[config.mk]
export PLATFORM = sky130hd
export DESIGN_NAME = hbox_fifo
export DESIGN_NICKNAME = d
export VERILOG_FILES = /design/src/hbox_pkg.sv /design/src/hbox_fifo.sv
export SDC_FILE = /design/constraint.sdc
export NUM_CORES = 1
export LEC_CHECK = 0
export CORE_UTILIZATION = 45
export DETAILED_ROUTE_END_ITERATION = 8
export DONT_BUFFER_PORTS = 1
export GPL_ROUTABILITY_DRIVEN = 0
export PLACE_DENSITY = 0.71
export RECOVER_POWER = 100
export SYNTH_ARGS = -nofsm -noshare
export SYNTH_HDL_FRONTEND = slang
export SYNTH_SLANG_ARGS = --single-unit
[constraint.sdc]
create_clock -name i_clk -period 1.9 [get_ports i_clk]
set_input_delay 0.095 -clock i_clk [delete_from_list [all_inputs] [get_ports i_clk]]
set_output_delay 0.095 -clock i_clk [all_outputs]
set_load 0.01 [all_outputs]
[src/hbox_pkg.sv]
`timescale 1ns / 1ps

package hbox_pkg;

    localparam int MAX_COLUMNS_DEF = 1024;

    localparam int SAMPLE_W   = 8;
    localparam int LINE_W     = 2 * SAMPLE_W;   // {upper, middle} per column
    localparam int MEAN_W     = 16;
    localparam int COLS_REG_W = 11;
    localparam int ROWS_REG_W = 16;
    localparam int ROW_CNT_W  = ROWS_REG_W + 1; // runs one row past the grid while draining
    localparam int SUM_W      = 12;             // 9 * 255 fits
    localparam int COUNT_W    = 4;
    localparam int FRAC_W     = 8;
    localparam int NUM_W      = SUM_W + FRAC_W;
    localparam int RECIP_W    = 25;
    localparam int RECIP_SHIFT = 24;

    localparam int QUEUE_DEPTH = 4;

    localparam int APB_ADDR_W = 3;
    localparam int APB_DATA_W = 32;

    localparam logic REG_GRID_COLUMNS = 1'b0;
    localparam logic REG_GRID_ROWS    = 1'b1;

    localparam logic [COLS_REG_W-1:0] GRID_COLUMNS_RST = 11'd257;
    localparam logic [ROWS_REG_W-1:0] GRID_ROWS_RST    = 16'd257;

    localparam logic [MEAN_W-1:0] MEAN_MAX = 16'd65280;

    // Window control per advance: which neighbours take part and what to emit.
    typedef struct packed {
        logic emit;
        logic last;
        logic row_up;
        logic row_dn;
        logic col_lt;
        logic col_rt;
    } t_opflags;

    // ceil(2^24 / n) for every count the window can produce; exact for
    // numerators below 2^20.
    function automatic logic [RECIP_W-1:0] recip(input logic [COUNT_W-1:0] cnt);
        logic [RECIP_W-1:0] r;
        unique case (cnt)
            4'd1:    r = 25'd16777216;
            4'd2:    r = 25'd8388608;
            4'd3:    r = 25'd5592406;
            4'd4:    r = 25'd4194304;
            4'd6:    r = 25'd2796203;
            4'd9:    r = 25'd1864136;
            default: r = '0;
        endcase
        return r;
    endfunction

endpackage

[src/hbox_fifo.sv]
`timescale 1ns / 1ps

module hbox_fifo #(
    parameter int WIDTH = 8
) (
    input  logic             i_clk,
    input  logic             i_rst_n,
    input  logic             i_push,
    input  logic [WIDTH-1:0] i_data,
    output logic             o_full,
    input  logic             i_pop,
    output logic [WIDTH-1:0] o_data,
    output logic             o_empty
);

    localparam int PTR_W = $clog2(hbox_pkg::QUEUE_DEPTH);
    localparam int CNT_W = $clog2(hbox_pkg::QUEUE_DEPTH + 1);

    logic [WIDTH-1:0] r_mem [hbox_pkg::QUEUE_DEPTH];
    logic [PTR_W-1:0] r_wp;
    logic [PTR_W-1:0] r_rp;
    logic [CNT_W-1:0] r_cnt;
    logic             w_push;
    logic             w_pop;

    assign o_full  = (r_cnt == CNT_W'(hbox_pkg::QUEUE_DEPTH));
    assign o_empty = (r_cnt == '0);
    assign o_data  = r_mem[r_rp];
    assign w_push  = i_push && !o_full;
    assign w_pop   = i_pop && !o_empty;

    always_ff @(posedge i_clk) begin
        if (w_push) begin
            r_mem[r_wp] <= i_data;
        end
    end

    always_ff @(posedge i_clk) begin
        if (!i_rst_n) begin
            r_wp  <= '0;
            r_rp  <= '0;
            r_cnt <= '0;
        end else begin
            if (w_push) begin
                r_wp <= r_wp + PTR_W'(1);
            end
            if (w_pop) begin
                r_rp <= r_rp + PTR_W'(1);
            end
            if (w_push && !w_pop) begin
                r_cnt <= r_cnt + CNT_W'(1);
            end else if (w_pop && !w_push) begin
                r_cnt <= r_cnt - CNT_W'(1);
            end
        end
    end

endmodule

==> impl_metrics.py, run 1 <==
metrics = {
    "sta": {
        "holdWs_ns": 0.0969,
        "slew_violations": 0,
        "setup_ws_ns": -0.0210,
        "hold_viol_final": 0,
        "setup_tns_ns": -0.0210,
        "max_freq_mhz": 521,
        "setup_viol": 1,
        "rsz0062_at_grt": "true",
        "fin_skew_ns": 0.0110,
        "timing.final.crit_share": 1.01,
        "finalCriticalPeriod_ns": 1.92,
        "tightest_slew_ns": 0.465,
        "slew_headroom": 0.690,
    },
    "cells_and_area": {
        "final_cell_area_sq_um": 1970,
        "layout-drive-gt1-share": 0.282,
        "antenna_cells": 0,
        "area_delta_synth_final_pct": 20.5,
        "nets": 134,
        "utilization": 0.578,
        "fillers": 301,
    },
    "setup_path": {
        "worstRegToRegCells": 7,
        "r2r_setup_slack_ns": -0.02,
        "reg2reg_from": "r_cnt[2]$_SDFFE_PN0P_",
        "worst_ep_required_time_ns": 2.18,
        "worst-path-buf-inv": 1,
        "critPathCaptureType": "flip-flop",
        "cp_cell_sequence": "o31ai_4 -> ha_4 -> inv_1 -> fa_2 -> xor2_1 -> or3_1 -> a21boi_1",
        "worstSetupStartpointType": "flip-flop",
        "critical_path_arrival_ns": 2.20,
        "worst_path_largest_cell_delay_ns": 0.39,
        "reg2reg_to": "r_cnt[2]$_SDFFE_PN0P_",
        "crit_fanout": 6,
        "crit_type": "flip-flop to flip-flop",
        "slowest_stage": "dfxtp_4",
        "cp_top_family": "adder cells",
    },
    "pwr": {
        "power.total_mw": 2.36,
        "power_density_nw_per_um2": 1190,
        "cellLeakagePower_nw": 0.682,
        "ir_drop_v": 0.000618,
    },
    "synth": {
        "synthCells": 90,
        "synth.avg_cell_area_sq_um": 18.2,
        "yosys_register_bits": 41,
        "syn_area_sq_um": 1640,
        "syn_nets": 108,
        "synth_warnings": 0,
        "synth_cell_type_count": 23,
        "synth_area_leader_cell": "edfxtp_1",
        "synth_top_area_share": 0.586,
        "synth-seq-area-share": 0.696,
        "ys_top_cells_by_area": "edfxtp_1, dfxtp_1, mux4_2",
    },
    "grt": {
        "grt_antenna_before_repair": 0,
        "grt.total_usage": 0.156,
        "grt_pass1_wl_um": 4380,
        "overflow": 0,
        "grt_pass1_vias": 924,
        "grt_max_degree": 14,
    },
    "floorplan": {
        "dieArea_sq_um": 3890,
        "io_pins": 22,
        "die_w_um": 62.4,
        "start_util": 0.480,
        "num_rows": 21,
        "core_region_area_sq_um": 3420,
        "die_y_um": 62.4,
    },
    "clock_network": {
        "clock_path_buffers": 2,
        "clock-sinks": 41,
        "cts_inserted_buffers": 5,
        "htreeDepth": 2,
        "root_buffer": "clkbuf_4",
        "worstSkewPairLatency_ns": 0.34,
        "cts_tree": "done",
        "clk_pin_slew_ns": 0.13,
    },
    "routing": {
        "dr.pass1.iters": 4,
        "drt_iter0_markers": 33,
        "routed_wl_um": 2590,
        "antenna_left": 0,
        "drc": 0,
        "wl_per_cell_um": 15.9,
        "viasPerCell": 5.06,
        "vias": 824,
    },
    "placement": {
        "io_buffers": 0,
        "placed_area_sq_um": 1740,
        "dp_hpwl_um": 1620,
    },
    "min_path": {
        "holdCritStartpoint": "i_pop",
        "hold_class": "primary input to flip-flop",
        "hold_depth": 3,
    },
    "job": {
        "max_cap_viol_count": 0,
    },
    "outcome": {
        "status": "complete, but fails checks",
        "violations": "setup timing",
    },
}
-- logic make-up (layout without fill, tap and decap cells) --
group           after synthesis  in the layout  synth area share
flops                        41             41             0.696
simple gates                 17             17            0.0618
mux                          11             11             0.128
buf+inv                       7             34            0.0214
fa+ha+maj                     6              6            0.0504
compound gates                4              4            0.0206
xor+xnor                      4              4            0.0214
-- metal layers --
metal  routed length [um]  track usage  vias to the layer above
li1                     -            -                      393
met1                 1070        0.172                      413
met2                 1410        0.280                       15
met3                   77       0.0423                        3
met4                   29       0.0698                        0
met5                    0            0                        -
-- state kept, by name, summed over array words and instances, names as in the netlist, named ones only --
| register | cells |
|---|---|
| r_mem | 32 |
| r_cnt | 3 |
| r_rp | 2 |
| r_wp | 2 |
-- what timing repair did --
action                                 CTS  global route
setup endpoints to repair                1             2
gates resized for setup                  2             1
endpoints found under the hold margin   41             1
pin swaps                                0             3
hold buffers                            14             1
setup buffers                            1             2
-- power by group --
group          internal, mW  switching [mW]
Sequential             1.11          0.0946
Clock                 0.140           0.275
Combinational         0.404           0.333
-- cells in the final DEF (no fill, tap or decap) --
master,Yosys,layout
buf_4,0,9
dfxtp_2,0,2
nand2_1,4,4
mux4_2,8,8
or3_1,1,1
clkinvlp_4,0,1
edfxtp_1,32,32
a21boi_1,1,1
o311ai_1,1,1
dlygate4sd3_1,0,14
xor2_1,1,1
nor2b_2,0,1
xnor2_1,3,3
ha_4,0,1
clkbuf_4,0,5
nor2b_1,2,1
ha_1,5,4
o31ai_4,0,1
clkinv_2,0,2
nor3b_4,0,1
mux2i_1,3,3
and2_1,8,8
fa_2,0,1
nor3_1,1,1
dfxtp_1,9,6
dfxtp_4,0,1
o21ai_0,1,1
inv_1,3,3
-- worst reg2reg max path: cells and delay by family, from the launching register on --
kind	cells	cell delay, ns
AOI/OAI and AO/OA	2	0.43
xor gates and xnor gates	1	0.16
adders and majority gates	2	0.51
buffers and inverters	1	0.05
DFF	1	0.39
and+or+nand+nor	1	0.33
-- layout make-up --
class / count / area, sq um / area share
Tap cell: 46 / 57.6 / 0.0292
Timing Repair Buffer: 23 / 208 / 0.105
Clock inverter: 3 / 17.5 / 0.00887
Clock buffer: 5 / 37.5 / 0.0190
Sequential cell: 41 / 1150 / 0.581
Multi-Input combinational cell: 42 / 495 / 0.251
Inverter: 3 / 11.3 / 0.00570
-- worst max-delay path by stage --
stage	startpoint	cells past startpoint	to	slack (ns)
4_1_cts	r_cnt[2]$_SDFFE_PN0P_	8	r_cnt[2]$_SDFFE_PN0P_	-0.05
5_1_grt	r_cnt[2]$_SDFFE_PN0P_	8	r_cnt[2]$_SDFFE_PN0P_	-0.1
6_report	r_cnt[2]$_SDFFE_PN0P_	7	r_cnt[2]$_SDFFE_PN0P_	-0.02
3_3_place_gp	r_cnt[2]$_SDFFE_PN0P_	8	r_cnt[2]$_SDFFE_PN0P_	0.01
2_1_floorplan	r_cnt[1]$_SDFFE_PN0P_	7	r_cnt[2]$_SDFFE_PN0P_	0.01
3_5_place_dp	r_cnt[2]$_SDFFE_PN0P_	8	r_cnt[2]$_SDFFE_PN0P_	-0.10
-- synth_stat cells --
library cell and count:
edfxtp_1 32, nor3_1 1, xnor2_1 3, nor2b_1 2
o21ai_0 1, o31ai_2 1, dfxtp_1 9, a21boi_1 1
or3_1 1, nand2_1 4, ha_1 5, inv_1 3
buf_2 1, fa_1 1, mux4_2 8, buf_1 1
clkbuf_1 1, nor3b_2 1, o311ai_1 1, xor2_1 1
mux2i_1 3, buf_6 1, and2_1 8
-- stage by stage --
step                instances  setup slack (ns)
floorplan                  90            0.0120
global placement          138            0.0107
detailed placement        138            -0.102
CTS                       161           -0.0472
global route              163           -0.0957
finish                    163           -0.0210
Power figures use the tool's default switching activity.
==> run 2, diff against run 1 <==
- PLACE_DENSITY: 0.71 -> not set
==> impl_metrics.py, run 2 (synthesis gave the netlist of run 1 again) <==
metrics = {
    "outcome": {
        "status": "finished, final reports clean",
    },
    "clock_network": {
        "htreeDepth": 2,
        "cts_tree": "done",
        "worstSkewPairLatency_ns": 0.34,
        "cts_inserted_buffers": 5,
        "clk_pin_slew_ns": 0.12,
        "root_buffer": "clkbuf_4",
        "clock-sinks": 41,
        "clock_path_buffers": 2,
    },
    "floorplan": {
        "die_w_um": 62.4,
        "dieArea_sq_um": 3890,
        "core_region_area_sq_um": 3420,
        "die_y_um": 62.4,
        "io_pins": 22,
        "start_util": 0.480,
        "num_rows": 21,
    },
    "pwr": {
        "ir_drop_v": 0.000653,
        "power_frac_comb": 0.310,
        "netSwitchingPower_mw": 0.682,
        "p_int_mw": 1.64,
        "p_seq_frac": 0.512,
        "switching_share": 0.294,
        "power_density_nw_per_um2": 1180,
        "power.total_mw": 2.32,
        "cellLeakagePower_nw": 0.684,
        "clkPwrFrac": 0.178,
    },
    "routing": {
        "antenna_left": 0,
        "dr.pass1.iters": 4,
        "drc": 0,
        "vias": 813,
        "routed_wl_um": 2430,
        "wl_per_cell_um": 14.9,
        "drt_iter0_markers": 33,
        "viasPerCell": 4.99,
    },
    "cells_and_area": {
        "nets": 134,
        "area_delta_synth_final_pct": 19.7,
        "largest_register_ff_count": 32,
        "regMostFlops": "r_mem",
        "fillers": 274,
        "final_cell_mix": "edfxtp_1, buf_4, dlygate4sd3_1",
        "layout-drive-gt1-share": 0.333,
        "ff_latch_area_sq_um": 1150,
        "multi_input_area_sq_um": 495,
        "layout_commonest_cell": "edfxtp_1",
        "antenna_cells": 0,
        "top_regs": "r_mem: 32 flops, r_cnt: 3 flops",
        "stdcell_count": 163,
    },
    "min_path": {
        "holdCritStartpoint": "i_pop",
        "hold_class": "primary input to flip-flop",
    },
    "setup_path": {
        "reg2reg_from": "r_cnt[2]$_SDFFE_PN0P_",
        "worst_ep_required_time_ns": 2.18,
        "critical_path_arrival_ns": 2.16,
        "worstSetupStartpointType": "flip-flop",
        "startpoint": "r_cnt[2]$_SDFFE_PN0P_",
        "crit_fanout": 3,
        "crit_type": "flip-flop to flip-flop",
        "critPathCaptureType": "flip-flop",
    },
    "grt": {
        "overflow": 0,
        "grt_pass1_vias": 866,
        "grt_antenna_before_repair": 0,
        "grt.total_usage": 0.146,
        "grt_max_degree": 14,
        "grt_pass1_wl_um": 4170,
    },
    "sta": {
        "tightest_slew_ns": 0.388,
        "slew_violations": 0,
        "setup_viol": 0,
        "timing.final.crit_share": 0.991,
        "finalCriticalPeriod_ns": 1.88,
        "hold_viol_final": 0,
        "max_freq_mhz": 531,
        "rsz0062_at_grt": "true",
        "slew_headroom": 0.741,
        "fin_skew_ns": 0.00616,
    },
    "placement": {
        "io_buffers": 0,
        "dp_hpwl_um": 1640,
        "place_inst": 143,
    },
    "job": {
        "max_cap_viol_count": 0,
    },
}
-- run 2: changes by cell type in the layout (fill, tap and decap cells not counted) --
cell / previous run / this run
buf_4: 9 / 14
inv_2: 0 / 1
dlygate4sd3_1: 14 / 9
inv_1: 3 / 2
-- run 2: through the flow --
stage               TNS (ns)  worst slack (ns)  utilization  hold slack, ns  cell area [sq um]
floorplan                  0            0.0120            -           0.194               1660
global placement           0            0.0146        0.521           0.194               1780
detailed placement   -0.0678           -0.0678        0.521           0.194               1780
CTS                        0            0.0139        0.572          0.0658               1950
global route         -0.0765           -0.0765        0.574          0.0832               1960
finish                     0            0.0174        0.574          0.0816               1960
-- run 2: final timing paths --
check,end,slack (ns),cells past startpoint
worst max-delay path,r_cnt[2]$_SDFFE_PN0P_,0.02,8
worst min-delay path,flip-flop,0.08,3
worst max register to register,r_cnt[2]$_SDFFE_PN0P_,0.02,8
worst min register to register,r_wp[0]$_SDFFE_PN0P_,0.50,2
-- run 2: routing by layer --
metal  global-route usage  up-vias  wire length [um]
met1                0.167      399              1050
met3               0.0441        6               105
met2                0.251       19              1220
met4               0.0698        0                56
met5                    0        -                 0
li1                     -      389                 -
-- run 2: cell type report --
class | count | area share
tap | 46 | 0.0293
clock buffer | 5 | 0.0191
timing repair buffer | 23 | 0.0995
sequential | 41 | 0.585
clock inverter | 3 | 0.00893
multi-input combinational | 42 | 0.253
inverter | 3 | 0.00574
-- run 2: worst max-delay path, cell delays in order (launching register included) --
cell      delay [ns]
dfxtp_4         0.38
nor3b_4         0.16
nor2b_2         0.19
ha_4            0.17
inv_2           0.03
fa_2            0.32
xor2_1          0.15
or3_1           0.31
a21boi_1        0.11
-- run 2: power by group through the flow --
stage	Combinational, mW	Clock, mW	Sequential (mW)
2_1_floorplan	0.515	0	1.19
3_3_place_gp	0.668	0	1.20
3_5_place_dp	0.681	0	1.21
4_1_cts	0.730	0.433	1.19
5_1_grt	0.794	0.468	1.20
6_report	0.720	0.412	1.19
-- run 2: what timing repair did --
item                       CTS  global route
setup buffers                2             1
resized for setup            3             1
hold buffers                 9             0
hold endpoints to repair    41             0
setup endpoints to repair    1             1
pin swaps                    1             0
