## src/hbox_pkg.sv

```systemverilog
`timescale 1ns / 1ps

package hbox_pkg;

    localparam int MAX_COLUMNS_DEF = 1024;

    localparam int SAMPLE_W   = 8;
    localparam int LINE_W     = 2 * SAMPLE_W;   // {upper, middle} per column
    localparam int MEAN_W     = 16;
    localparam int COLS_REG_W = 11;
    localparam int ROWS_REG_W = 16;
    localparam int ROW_CNT_W  = ROWS_REG_W + 1; // runs one row past the grid while draining
    localparam int SUM_W      = 12;             // 9 * 255 fits
    localparam int COUNT_W    = 4;
    localparam int FRAC_W     = 8;
    localparam int NUM_W      = SUM_W + FRAC_W;
    localparam int RECIP_W    = 25;
    localparam int RECIP_SHIFT = 24;

    localparam int QUEUE_DEPTH = 4;

    localparam int APB_ADDR_W = 3;
    localparam int APB_DATA_W = 32;

    localparam logic REG_GRID_COLUMNS = 1'b0;
    localparam logic REG_GRID_ROWS    = 1'b1;

    localparam logic [COLS_REG_W-1:0] GRID_COLUMNS_RST = 11'd257;
    localparam logic [ROWS_REG_W-1:0] GRID_ROWS_RST    = 16'd257;

    localparam logic [MEAN_W-1:0] MEAN_MAX = 16'd65280;

    // Window control per advance: which neighbours take part and what to emit.
    typedef struct packed {
        logic emit;
        logic last;
        logic row_up;
        logic row_dn;
        logic col_lt;
        logic col_rt;
    } t_opflags;

    // ceil(2^24 / n) for every count the window can produce; exact for
    // numerators below 2^20.
    function automatic logic [RECIP_W-1:0] recip(input logic [COUNT_W-1:0] cnt);
        logic [RECIP_W-1:0] r;
        unique case (cnt)
            4'd1:    r = 25'd16777216;
            4'd2:    r = 25'd8388608;
            4'd3:    r = 25'd5592406;
            4'd4:    r = 25'd4194304;
            4'd6:    r = 25'd2796203;
            4'd9:    r = 25'd1864136;
            default: r = '0;
        endcase
        return r;
    endfunction

endpackage

```

## src/hbox_if.sv

```systemverilog
`timescale 1ns / 1ps

interface hbox_in_if;
    logic                          valid;
    logic                          ready;
    logic [hbox_pkg::SAMPLE_W-1:0] height_sample;
    logic                          drain;

    modport source(output valid, output height_sample, output drain, input ready);
    modport sink(input valid, input height_sample, input drain, output ready);
endinterface


```

## src/hbox_front.sv

```systemverilog
`timescale 1ns / 1ps

module hbox_front #(
    parameter int MAX_COLUMNS = hbox_pkg::MAX_COLUMNS_DEF
) (
    input  logic                               i_clk,
    input  logic                               i_rst_n,
    input  logic                               i_restart,
    input  logic [hbox_pkg::COLS_REG_W-1:0]    i_grid_columns,
    input  logic [hbox_pkg::ROWS_REG_W-1:0]    i_grid_rows,
    hbox_in_if.sink                            i_in,
    input  logic                               i_full,
    output logic                               o_push,
    output logic [$clog2(MAX_COLUMNS)-1:0]     o_addr,
    output logic [hbox_pkg::SAMPLE_W-1:0]      o_sample,
    output hbox_pkg::t_opflags                 o_flags
);

    localparam int ADDR_W = $clog2(MAX_COLUMNS);
    localparam int CNT_W  = $clog2(MAX_COLUMNS + 1);
    localparam int ROW_W  = hbox_pkg::ROW_CNT_W;

    logic [ADDR_W-1:0]               r_col;
    logic [ROW_W-1:0]                r_row;
    logic                            r_extra;
    logic [ADDR_W-1:0]               n_col;
    logic [ROW_W-1:0]                n_row;
    logic                            n_extra;

    logic [CNT_W-1:0]                w_cols;
    logic [hbox_pkg::ROWS_REG_W-1:0] w_rows16;
    logic [ROW_W-1:0]                w_rows;
    logic [CNT_W-1:0]                w_col_inc;
    logic                            w_colz;
    logic                            w_complete;
    logic                            w_take;

    always_comb begin
        priority if (i_grid_columns == '0) begin
            w_cols = CNT_W'(1);
        end else if (32'(i_grid_columns) > 32'(MAX_COLUMNS)) begin
            w_cols = CNT_W'(MAX_COLUMNS);
        end else begin
            w_cols = CNT_W'(i_grid_columns);
        end
    end

    assign w_rows16   = (i_grid_rows == '0) ? hbox_pkg::ROWS_REG_W'(1) : i_grid_rows;
    assign w_rows     = ROW_W'(w_rows16);
    assign w_col_inc  = CNT_W'(r_col) + CNT_W'(1);
    assign w_colz     = (r_col == '0);
    assign w_complete = (r_row >= w_rows);

    // The result position trails the input by one row plus one word; at
    // column zero it is the end of the row before last.
    always_comb begin
        o_flags.emit   = (r_row > ROW_W'(1)) || ((r_row == ROW_W'(1)) && !w_colz);
        o_flags.last   = w_colz && (r_row >= w_rows + ROW_W'(1));
        o_flags.row_up = w_colz ? (r_row >= ROW_W'(3)) : (r_row >= ROW_W'(2));
        o_flags.row_dn = w_colz ? (r_row <= w_rows) : (r_row < w_rows);
        o_flags.col_lt = w_colz ? (w_cols >= CNT_W'(2)) : (CNT_W'(r_col) >= CNT_W'(2));
        o_flags.col_rt = !w_colz;
    end

    assign i_in.ready = !r_extra && !i_full;
    assign w_take     = i_in.valid && i_in.ready;
    // once the grid is in, every word only pushes the pipeline with zeros
    assign o_push     = (w_take && (!i_in.drain || w_complete)) || (r_extra && !i_full);
    assign o_sample   = (r_extra || w_complete) ? '0 : i_in.height_sample;
    assign o_addr     = r_col;

    always_comb begin
        n_col   = r_col;
        n_row   = r_row;
        n_extra = r_extra;
        if (o_push) begin
            if (o_flags.last) begin
                n_col = '0;
                n_row = '0;
            end else if (w_col_inc >= w_cols) begin
                n_col = '0;
                n_row = r_row + ROW_W'(1);
            end else begin
                n_col = ADDR_W'(w_col_inc);
            end
        end
        // single-row grid: first drain after the grid needs a second advance
        if (w_take) begin
            n_extra = w_complete && !o_flags.emit;
        end else if (r_extra && !i_full) begin
            n_extra = 1'b0;
        end
        if (i_restart) begin
            n_col   = '0;
            n_row   = '0;
            n_extra = 1'b0;
        end
    end

    always_ff @(posedge i_clk) begin
        if (!i_rst_n) begin
            r_col   <= '0;
            r_row   <= '0;
            r_extra <= 1'b0;
        end else begin
            r_col   <= n_col;
            r_row   <= n_row;
            r_extra <= n_extra;
        end
    end

endmodule

```

## src/flat_wrapper.sv

```systemverilog
// flat-port wrapper written by rule: the top's interface ports become plain ports
module hbox_front_flat 
#(
    parameter int MAX_COLUMNS = hbox_pkg::MAX_COLUMNS_DEF
)
  (i_clk, i_rst_n, i_restart, i_grid_columns, i_grid_rows, i_full, o_push, o_addr, o_sample, o_flags, i_in_valid, i_in_height_sample, i_in_drain, i_in_ready);
  hbox_in_if i_in_i ();
  input  logic i_clk;
  input  logic i_rst_n;
  input  logic i_restart;
  input  logic [hbox_pkg::COLS_REG_W-1:0] i_grid_columns;
  input  logic [hbox_pkg::ROWS_REG_W-1:0] i_grid_rows;
  input  logic i_full;
  output logic o_push;
  output logic [$clog2(MAX_COLUMNS)-1:0] o_addr;
  output logic [hbox_pkg::SAMPLE_W-1:0] o_sample;
  output hbox_pkg::t_opflags o_flags;
  input wire logic [$bits(i_in_i.valid)-1:0] i_in_valid;
  input wire logic [$bits(i_in_i.height_sample)-1:0] i_in_height_sample;
  input wire logic [$bits(i_in_i.drain)-1:0] i_in_drain;
  output wire logic [$bits(i_in_i.ready)-1:0] i_in_ready;
  assign i_in_i.valid = i_in_valid;
  assign i_in_i.height_sample = i_in_height_sample;
  assign i_in_i.drain = i_in_drain;
  assign i_in_ready = i_in_i.ready;
  hbox_front #(.MAX_COLUMNS(MAX_COLUMNS)) u_core (.i_clk(i_clk), .i_rst_n(i_rst_n), .i_restart(i_restart), .i_grid_columns(i_grid_columns), .i_grid_rows(i_grid_rows), .i_in(i_in_i), .i_full(i_full), .o_push(o_push), .o_addr(o_addr), .o_sample(o_sample), .o_flags(o_flags));
endmodule
```

## config.mk

```make
export PLATFORM = sky130hd
export DESIGN_NAME = hbox_front_flat
export DESIGN_NICKNAME = d
export VERILOG_FILES = /design/src/hbox_pkg.sv /design/src/hbox_if.sv /design/src/hbox_front.sv /design/src/flat_wrapper.sv
export SDC_FILE = /design/constraint.sdc
export NUM_CORES = 1
export LEC_CHECK = 0
export ABC_AREA = 1
export BUFFER_PORTS_ARGS = -buffer_cell sky130_fd_sc_hd__buf_4
export CAP_MARGIN = 30
export CORE_ASPECT_RATIO = 1.1
export CORE_MARGIN = 2
export CORE_UTILIZATION = 60
export CTS_CLUSTER_SIZE = 25
export DETAILED_ROUTE_END_ITERATION = 8
export PLACE_DENSITY = 0.83
export SLEW_MARGIN = 10
export SYNTH_ARGS = -nofsm -noshare
export SYNTH_HDL_FRONTEND = slang
export SYNTH_SLANG_ARGS = --single-unit
export TNS_END_PERCENT = 100
```

## constraint.sdc

```tcl
create_clock -name i_clk -period 9.6 [get_ports i_clk]
set_clock_uncertainty 0.05 [all_clocks]
set_input_delay 2.88 -clock i_clk [delete_from_list [all_inputs] [get_ports i_clk]]
set_output_delay 2.88 -clock i_clk [all_outputs]
set_load 0.05 [all_outputs]
```

==> results of run 1 <==
-- sequential cells by signal (all words and copies together) (netlist names) --
signal,flops
u_core.o_addr,10
u_core.r_row,17
u_core.r_extra,1
-- placed cells by master (no fill, tap or decap), types with 2 or more instances in the layout --
cell	instances
nand4_1	14
xor2_1	26
nor4_1	10
inv_2	2
buf_4	67
o21ai_1	2
o21ai_0	10
nand2_1	155
clkbuf_8	3
and2_1	2
a21o_1	2
nand4_2	2
nand2_2	2
inv_1	91
nand2_4	2
nor2_2	5
dfxtp_1	28
nand3_2	10
nor2_1	75
or2_2	2
ha_1	50
or2_1	2
nand3_1	41
nor3_1	9
a21oi_1	44
-- cells in the mapped netlist (4+ instances only) --
master     n  share of area, %
nand3_1   41               5.5
nand4_1   14               2.4
nand2_1  155                16
nor3_1     9               1.2
nor2_2     5              0.84
buf_6      4               1.2
ha_1      50                17
xor2_1    26               6.1
dfxtp_1   28                15
nor2_1    75               7.6
nor4_1    10               1.7
buf_2      6              0.81
inv_1     91               9.2
a21oi_1   44               5.9
nand3_2   10               2.7
o21ai_0   10               1.3
-- per-layer routing --
layer,wire [um],vias up,track usage [%]
li1,-,2074,-
met1,4020,1763,33.1
met2,4480,110,48.9
met3,456,16,2.81
met4,153,0,6.58
met5,0,-,0
-- worst max-delay path by stage --
stage          depth (start not counted)    endpoint      startpoint
2_1_floorplan                         22  o_flags[4]  i_grid_rows[0]
3_3_place_gp                          24  o_flags[4]  i_grid_rows[0]
3_5_place_dp                          24  o_flags[4]  i_grid_rows[0]
4_1_cts                               24  o_flags[4]  i_grid_rows[0]
5_1_grt                               24  o_flags[4]  i_grid_rows[0]
6_report                              24  o_flags[4]  i_grid_rows[0]
-- stage by stage --
stage          setup slack (ns)  hold WS [ns]  utilization [%]
3_5_place_dp              0.982         0.450             69.9
2_1_floorplan              1.36         0.432                -
6_report                  0.939         0.465             70.5
3_3_place_gp               1.13         0.450             69.6
5_1_grt                   0.665         0.497             70.5
4_1_cts                   0.970         0.464             70.5
-- where the power goes --
part | switching, mW | internal (mW) | total (mW) | leakage (nW)
logic | 0.0494 | 0.0308 | 0.0802 | 2.04
clock network | 0.0371 | 0.0283 | 0.0654 | 0.0216
registers | 0.000862 | 0.116 | 0.117 | 0.225
total | 0.0874 | 0.175 | 0.263 | 2.28
-- cells by family (layout without fill, tap and decap cells) --
| kind of cell | after synthesis | count (layout) | share of synthesized area (%) |
|---|---|---|---|
| compound gates | 60 | 60 | 8.38 |
| xor+xnor | 27 | 27 | 6.36 |
| fa+ha+maj | 50 | 50 | 16.8 |
| buf+inv | 107 | 165 | 11.9 |
| flops | 28 | 28 | 15.1 |
| simple gates | 337 | 337 | 41.5 |
-- cell type report --
cell class | count | area, um^2
clock buffers | 3 | 41.3
fillers | 566 | 1790
inverters | 94 | 353
multi-input cells | 474 | 2720
flip-flops and latches | 28 | 561
well taps | 80 | 100
repair buffers | 68 | 518
-- worst reg2reg max path: stages (launching register included) --
cell and delay (ns):
dfxtp_1 0.48, ha_1 0.24, nand3_1 0.12, nor2_1 0.16, nand4_1 0.16, xor2_1 0.20, ha_1 0.33, nand3_1 0.10
or3_1 0.38, nand3_1 0.14, inv_2 0.11, nand2_1 0.42, buf_8 0.25, nand3_1 0.10, nand2_1 0.09, nor2_1 0.04
==> impl_results.md, run 1 <==
* Crit path cell chain: buf_4 -> nand2_1 -> nor2_2 -> nand2_1 -> nor2_2 -> nand2_2 -> nor2_4 -> nand4_2 -> nor2_2 -> nand2_1 -> nor2_1 -> inv_1 -> nand2_1 -> o21ai_1 -> ha_1 -> nand2_1 -> nor2_1 -> and2_1 -> nand4_1 -> nand4_1 -> nand2_1 -> buf_4 -> inv_1 -> buf_4
* Dpl hpwl at roughly 7400 um
* Die width at 79.1 um
* Cts repair resizes at 0
* Post-synth EDFFs at 0
* R2R setup slack at ~6.1 ns
* Hold Fails Final Rpt at 0
* Peak supply drop at 57.4 uV
* Status: finished clean
* Crit Path Class: input pin to output pin
* Setup bufs post-CTS at 0
* GP Congestion at 0.919
* CP required at between 6 and 7 ns
* Initial antenna violation count at 0
* Vias at just under 4000
* Number of global-route vias before repair at between 3000 and 4000
* GRT Total Usage at between 20% and 30%
* Pwr per Cell Area at between 60 and 70 nW/um^2
* Fin nets at between 700 and 800
* Starting Density at between 60 and 70%
* Netlist cell types at 37
* Seq/Total Area, Yosys at around 15%
* Synth Register Bits at 28
* CTS root buffer: clkbuf_8
* Fmax at roughly 120 MHz
* Synth-to-Final Area Change at 15.3%
* Final setup fails at 0
* First drt pass iteration count at 4
* Worst Hold Path EP: u_core.r_extra
* Critical path's largest stage delay at ~0.31 ns
* Mapped Avg Cell Area at 6.11 um^2
* Hold path depth at 2
* Most used cell along the critical path: nand2_1
* Data arrival, critical path at approximately 5.7 ns
* Pleak at 2.28 nW
* Core area at 6080 um^2
* Reg2reg end: u_core.r_row[9]
* Initial DRC count at ~210
* Placed Area at ~4200 um^2
* Synth Flop Type: dfxtp_1
* Max_slew headroom at 50.9%
* Row count at 30
* CTS tree: yes
* Reg2Reg Depth at 15
* Min Tclk post-route at between 8 and 9 ns
* ANT cells at 0
* Worst-path fanout max at 20
* HP Start: u_core.r_extra
* Tcrit/Tclk final at around nine tenths
* Routed length per instance at approximately 12 um
* CTS clk-pin slew, worst paths at about 0.10 ns
* Crit-path slowest cell: ha_1
* Warnings, synthesis at 0
* Via/cell ratio at between 5 and 6
* Largest net degree at the start of global routing at 44
* Worst path buffer plus inverter count at 5
* Setup_tns at 0 ns
* Post-synth ARST share at 0%
* Boundary pin count at between 60 and 70
* Remaining DRCs at 0
* Placed Cells incl. Taps at 744
* CTS Buffer Depth at 2
* Syn Nets at 700
* Die height at around 87 um
* Worst-Skew Late Latency at 0.28 ns
* Worst-margin pin slew at between 0.7 and 0.8 ns
* Total power at about 0.26 mW
* Area of the mapped netlist at ~3700 um^2
* Total die area at about 6800 um^2
* Mapped Cells at just over 600
* DRT Wirelength at ~9100 um
* Pins Over Slew Limit at 0
* Hold WC Path Type: flop to flop
* Worst Setup End Kind: output pin
* GRT overflow at 0
* Startpoint type of the worst setup path: input pin
* Hold bufs inserted after CTS at 0
* Port Buffers at 66
* Layout cells sized above 1 at between 10% and 20%
* Total CTS buffers at 3
* CP delay by family, top: simple AND/OR/NAND/NOR gates
* Fin cells at about 750
* Cell area after layout at 4290 um^2
* Critical R2R Launch: u_core.o_addr[0]
* Routed Antenna Nets at 0
* Total of max-cap violations at 0
* Unrepaired setup endpoints after global routing: false
* First-pass GRT wire length at approximately 15000 um
* Clock Sinks at 28
* H-tree depth at 1
Power figures use the tool's default switching activity.
==> run 2, diff against run 1 <==
--- a/config.mk
+++ b/config.mk
@@ -8,12 +8,14 @@
 export ABC_AREA = 1
 export BUFFER_PORTS_ARGS = -buffer_cell sky130_fd_sc_hd__buf_4
 export CAP_MARGIN = 30
+export CELL_PAD_IN_SITES_DETAIL_PLACEMENT = 1
+export CELL_PAD_IN_SITES_GLOBAL_PLACEMENT = 2
 export CORE_ASPECT_RATIO = 1.1
 export CORE_MARGIN = 2
-export CORE_UTILIZATION = 60
+export CORE_UTILIZATION = 32
 export CTS_CLUSTER_SIZE = 25
 export DETAILED_ROUTE_END_ITERATION = 8
-export PLACE_DENSITY = 0.83
+export PLACE_DENSITY = 0.84
 export SLEW_MARGIN = 10
 export SYNTH_ARGS = -nofsm -noshare
 export SYNTH_HDL_FRONTEND = slang
==> constraint.sdc (replaced) <==
create_clock -name i_clk -period 11.2 [get_ports i_clk]
set_clock_uncertainty 0.05 [all_clocks]
set_input_delay 3.36 -clock i_clk [delete_from_list [all_inputs] [get_ports i_clk]]
set_output_delay 3.36 -clock i_clk [all_outputs]
set_load 0.05 [all_outputs]
==> run 2 against run 1 <==
Hold slack hardly changed; die area increased by 83%; final cell count grew 9.5%; sequential share of layout area is 0.38 points lower; clock power grew 38%; first-iteration DRC count down 26%; count of clock-buffer cells in the layout is 1 higher; via count shrank 0.63%; critical path type unchanged; critical endpoint unchanged.
==> impl_results.md, run 2 (synthesis gave the netlist of run 1 again) <==
* Die height at 117 um
* HP Start: u_core.r_extra
* Hold WS at ~0.47 ns
* Worst-path fanout max at 20
* Data arrival, critical path at ~6.3 ns
* GP Congestion at between 0.8 and 0.9
* Layout cells sized above 1 at between 10 and 15%
* Critical R2R Launch: u_core.o_addr[0]
* Commonest non-fill, non-tap cells in the layout: nand2_1, inv_1, nor2_1
* Fin cells at around 800
* Setup bufs post-CTS at 0
* Number of global-route vias before repair at 3980
* H-tree depth at 1
* Placed Area at around 4300 um^2
* Pins Over Slew Limit at 0
* Synth-to-Final Area Change at 18.7%
* Final setup fails at 0
* Cts repair resizes at 0
* Final core occ at between 30 and 40%
* Fin nets at 760
* Max_slew headroom at 45.8%
* Worst-Skew Late Latency at 0.26 ns
* Setup_tns at 0 ns
* Largest net degree at the start of global routing at 44
* Vias at approximately 4000
* CTS root buffer: clkbuf_16
* Largest register FFs at 17
* Placed Cells incl. Taps at 814
* Core area at between 10000 and 15000 um^2
* Clock Sinks at 28
* Initial antenna violation count at 0
* Peak supply drop at just under 50 uV
* Most used cell along the critical path: nand2_1
* Pwr per Cell Area at ~59 nW/um^2
* Via/cell ratio at 4.81
* Dpl hpwl at ~9300 um
* Most flop-heavy register: u_core.r_row
* Crit Path Class: input pin to output pin
* Routed length per instance at roughly 14 um
* First drt pass iteration count at 4
* Sw Share at between 30 and 40%
* Status: finished clean
* Boundary pin count at 67
* CTS tree: yes
* Filler cells at between 1500 and 2000
* Cell area after layout at roughly 4400 um^2
* Most common cell after layout, fill and taps aside: nand2_1
* Area taken by multi-input logic gates at ~2700 um^2
* Critical path's largest stage delay at between 0.3 and 0.4 ns
* Starting Density at 32.7%
* GRT Total Usage at approximately 18%
* Clock power share at 34.7%
* Net Switching at roughly 0.08 mW
* Startpoint type of the worst setup path: input pin
* Row count at around 40
* Crit path cell chain: buf_4 -> nand2_1 -> nor2_2 -> nand2_1 -> nor2_2 -> nand2_2 -> nor2_4 -> nand4_2 -> nor2_2 -> nand2_1 -> nor2_1 -> inv_1 -> nand2_1 -> o21ai_1 -> ha_1 -> nand2_1 -> nor2_1 -> and2_1 -> nand4_1 -> nand4_1 -> nand2_1 -> buf_4 -> inv_1 -> buf_4
* Total power at around 0.26 mW
* GRT overflow at 0
* Routed Antenna Nets at 0
* Unrepaired setup endpoints after global routing: false
* Total die area at around 13000 um^2
* CTS Buffer Depth at 2
* Tcrit/Tclk final at 86.4%
* Dpl ws at 1.45 ns
* Crit path from: i_grid_rows[0]
* CTS clk-pin slew, worst paths at 0.07 ns
* Total of max-cap violations at 0
* Fmax at 103 MHz
* Seq pwr share at ~39%
* Hold bufs inserted after CTS at 0
* Power Internal at 0.181 mW
* First-pass GRT wire length at approximately 19000 um
* Final worst slack at about 1.5 ns
* Combinational power share at a little over a quarter
* Min Tclk post-route at just under 10 ns
* CP required at approximately 7.8 ns
* Hold WC Path Type: flop to flop
* Crit-path slowest cell: ha_1
* Total CTS buffers at 3
* DRT Wirelength at ~11000 um
* Die width at between 100 and 150 um
* ANT cells at 0
* Remaining DRCs at 0
* Worst-margin pin slew at a little over 0.8 ns
* Hold Fails Final Rpt at 0
* Pleak at ~2.3 nW
* Initial DRC count at approximately 150
* Port Buffers at 66
* Worst Setup End Kind: output pin
* Reg area at between 500 and 600 um^2
[run 2: changes by cell type in the layout (fill, tap and decap cells not counted), sizes merged]
cell	change
clkbuf	+1
[run 2: final timing paths]
kind                           end  slack, ns  cells past startpoint
setup / recovery        o_flags[4]       1.52                     24
hold / removal      u_core.r_extra       0.47                      2
setup reg to reg  u_core.r_row[11]       7.76                     16
hold reg to reg     u_core.r_extra       0.47                      2
[run 2: power groups by stage]
stage,Sequential (mW),Combinational (mW),Clock (mW)
after floorplan,0.103,0.0439,0
after global placement,0.103,0.0692,0
after detailed placement,0.103,0.0706,0
after CTS,0.101,0.0709,0.0935
after global routing,0.101,0.0783,0.0975
final,0.101,0.0700,0.0905
[run 2: layout make-up]
type	instances	area share, %
multi-input cells	474	61.5
inverters	94	7.99
well taps	150	4.25
flip-flops and latches	28	12.7
repair buffers	68	11.6
clock buffers	4	2.01
[run 2: critical path: cells and delay by family]
kind                     cells  cell delay (ns)
AND/OR/NAND/NOR             17             1.86
AO/OA/AOI/OAI                1             0.06
adder cells (fa/ha/maj)      1             0.31
buffers and inverters        5             0.68
[run 2: layer usage]
metal	up-vias	wire length [um]	track usage [%]
met4	0	124	3.12
met5	-	0	0
met2	56	5510	35.2
met3	10	343	2.10
met1	1800	5200	22.7
li1	2072	-	-
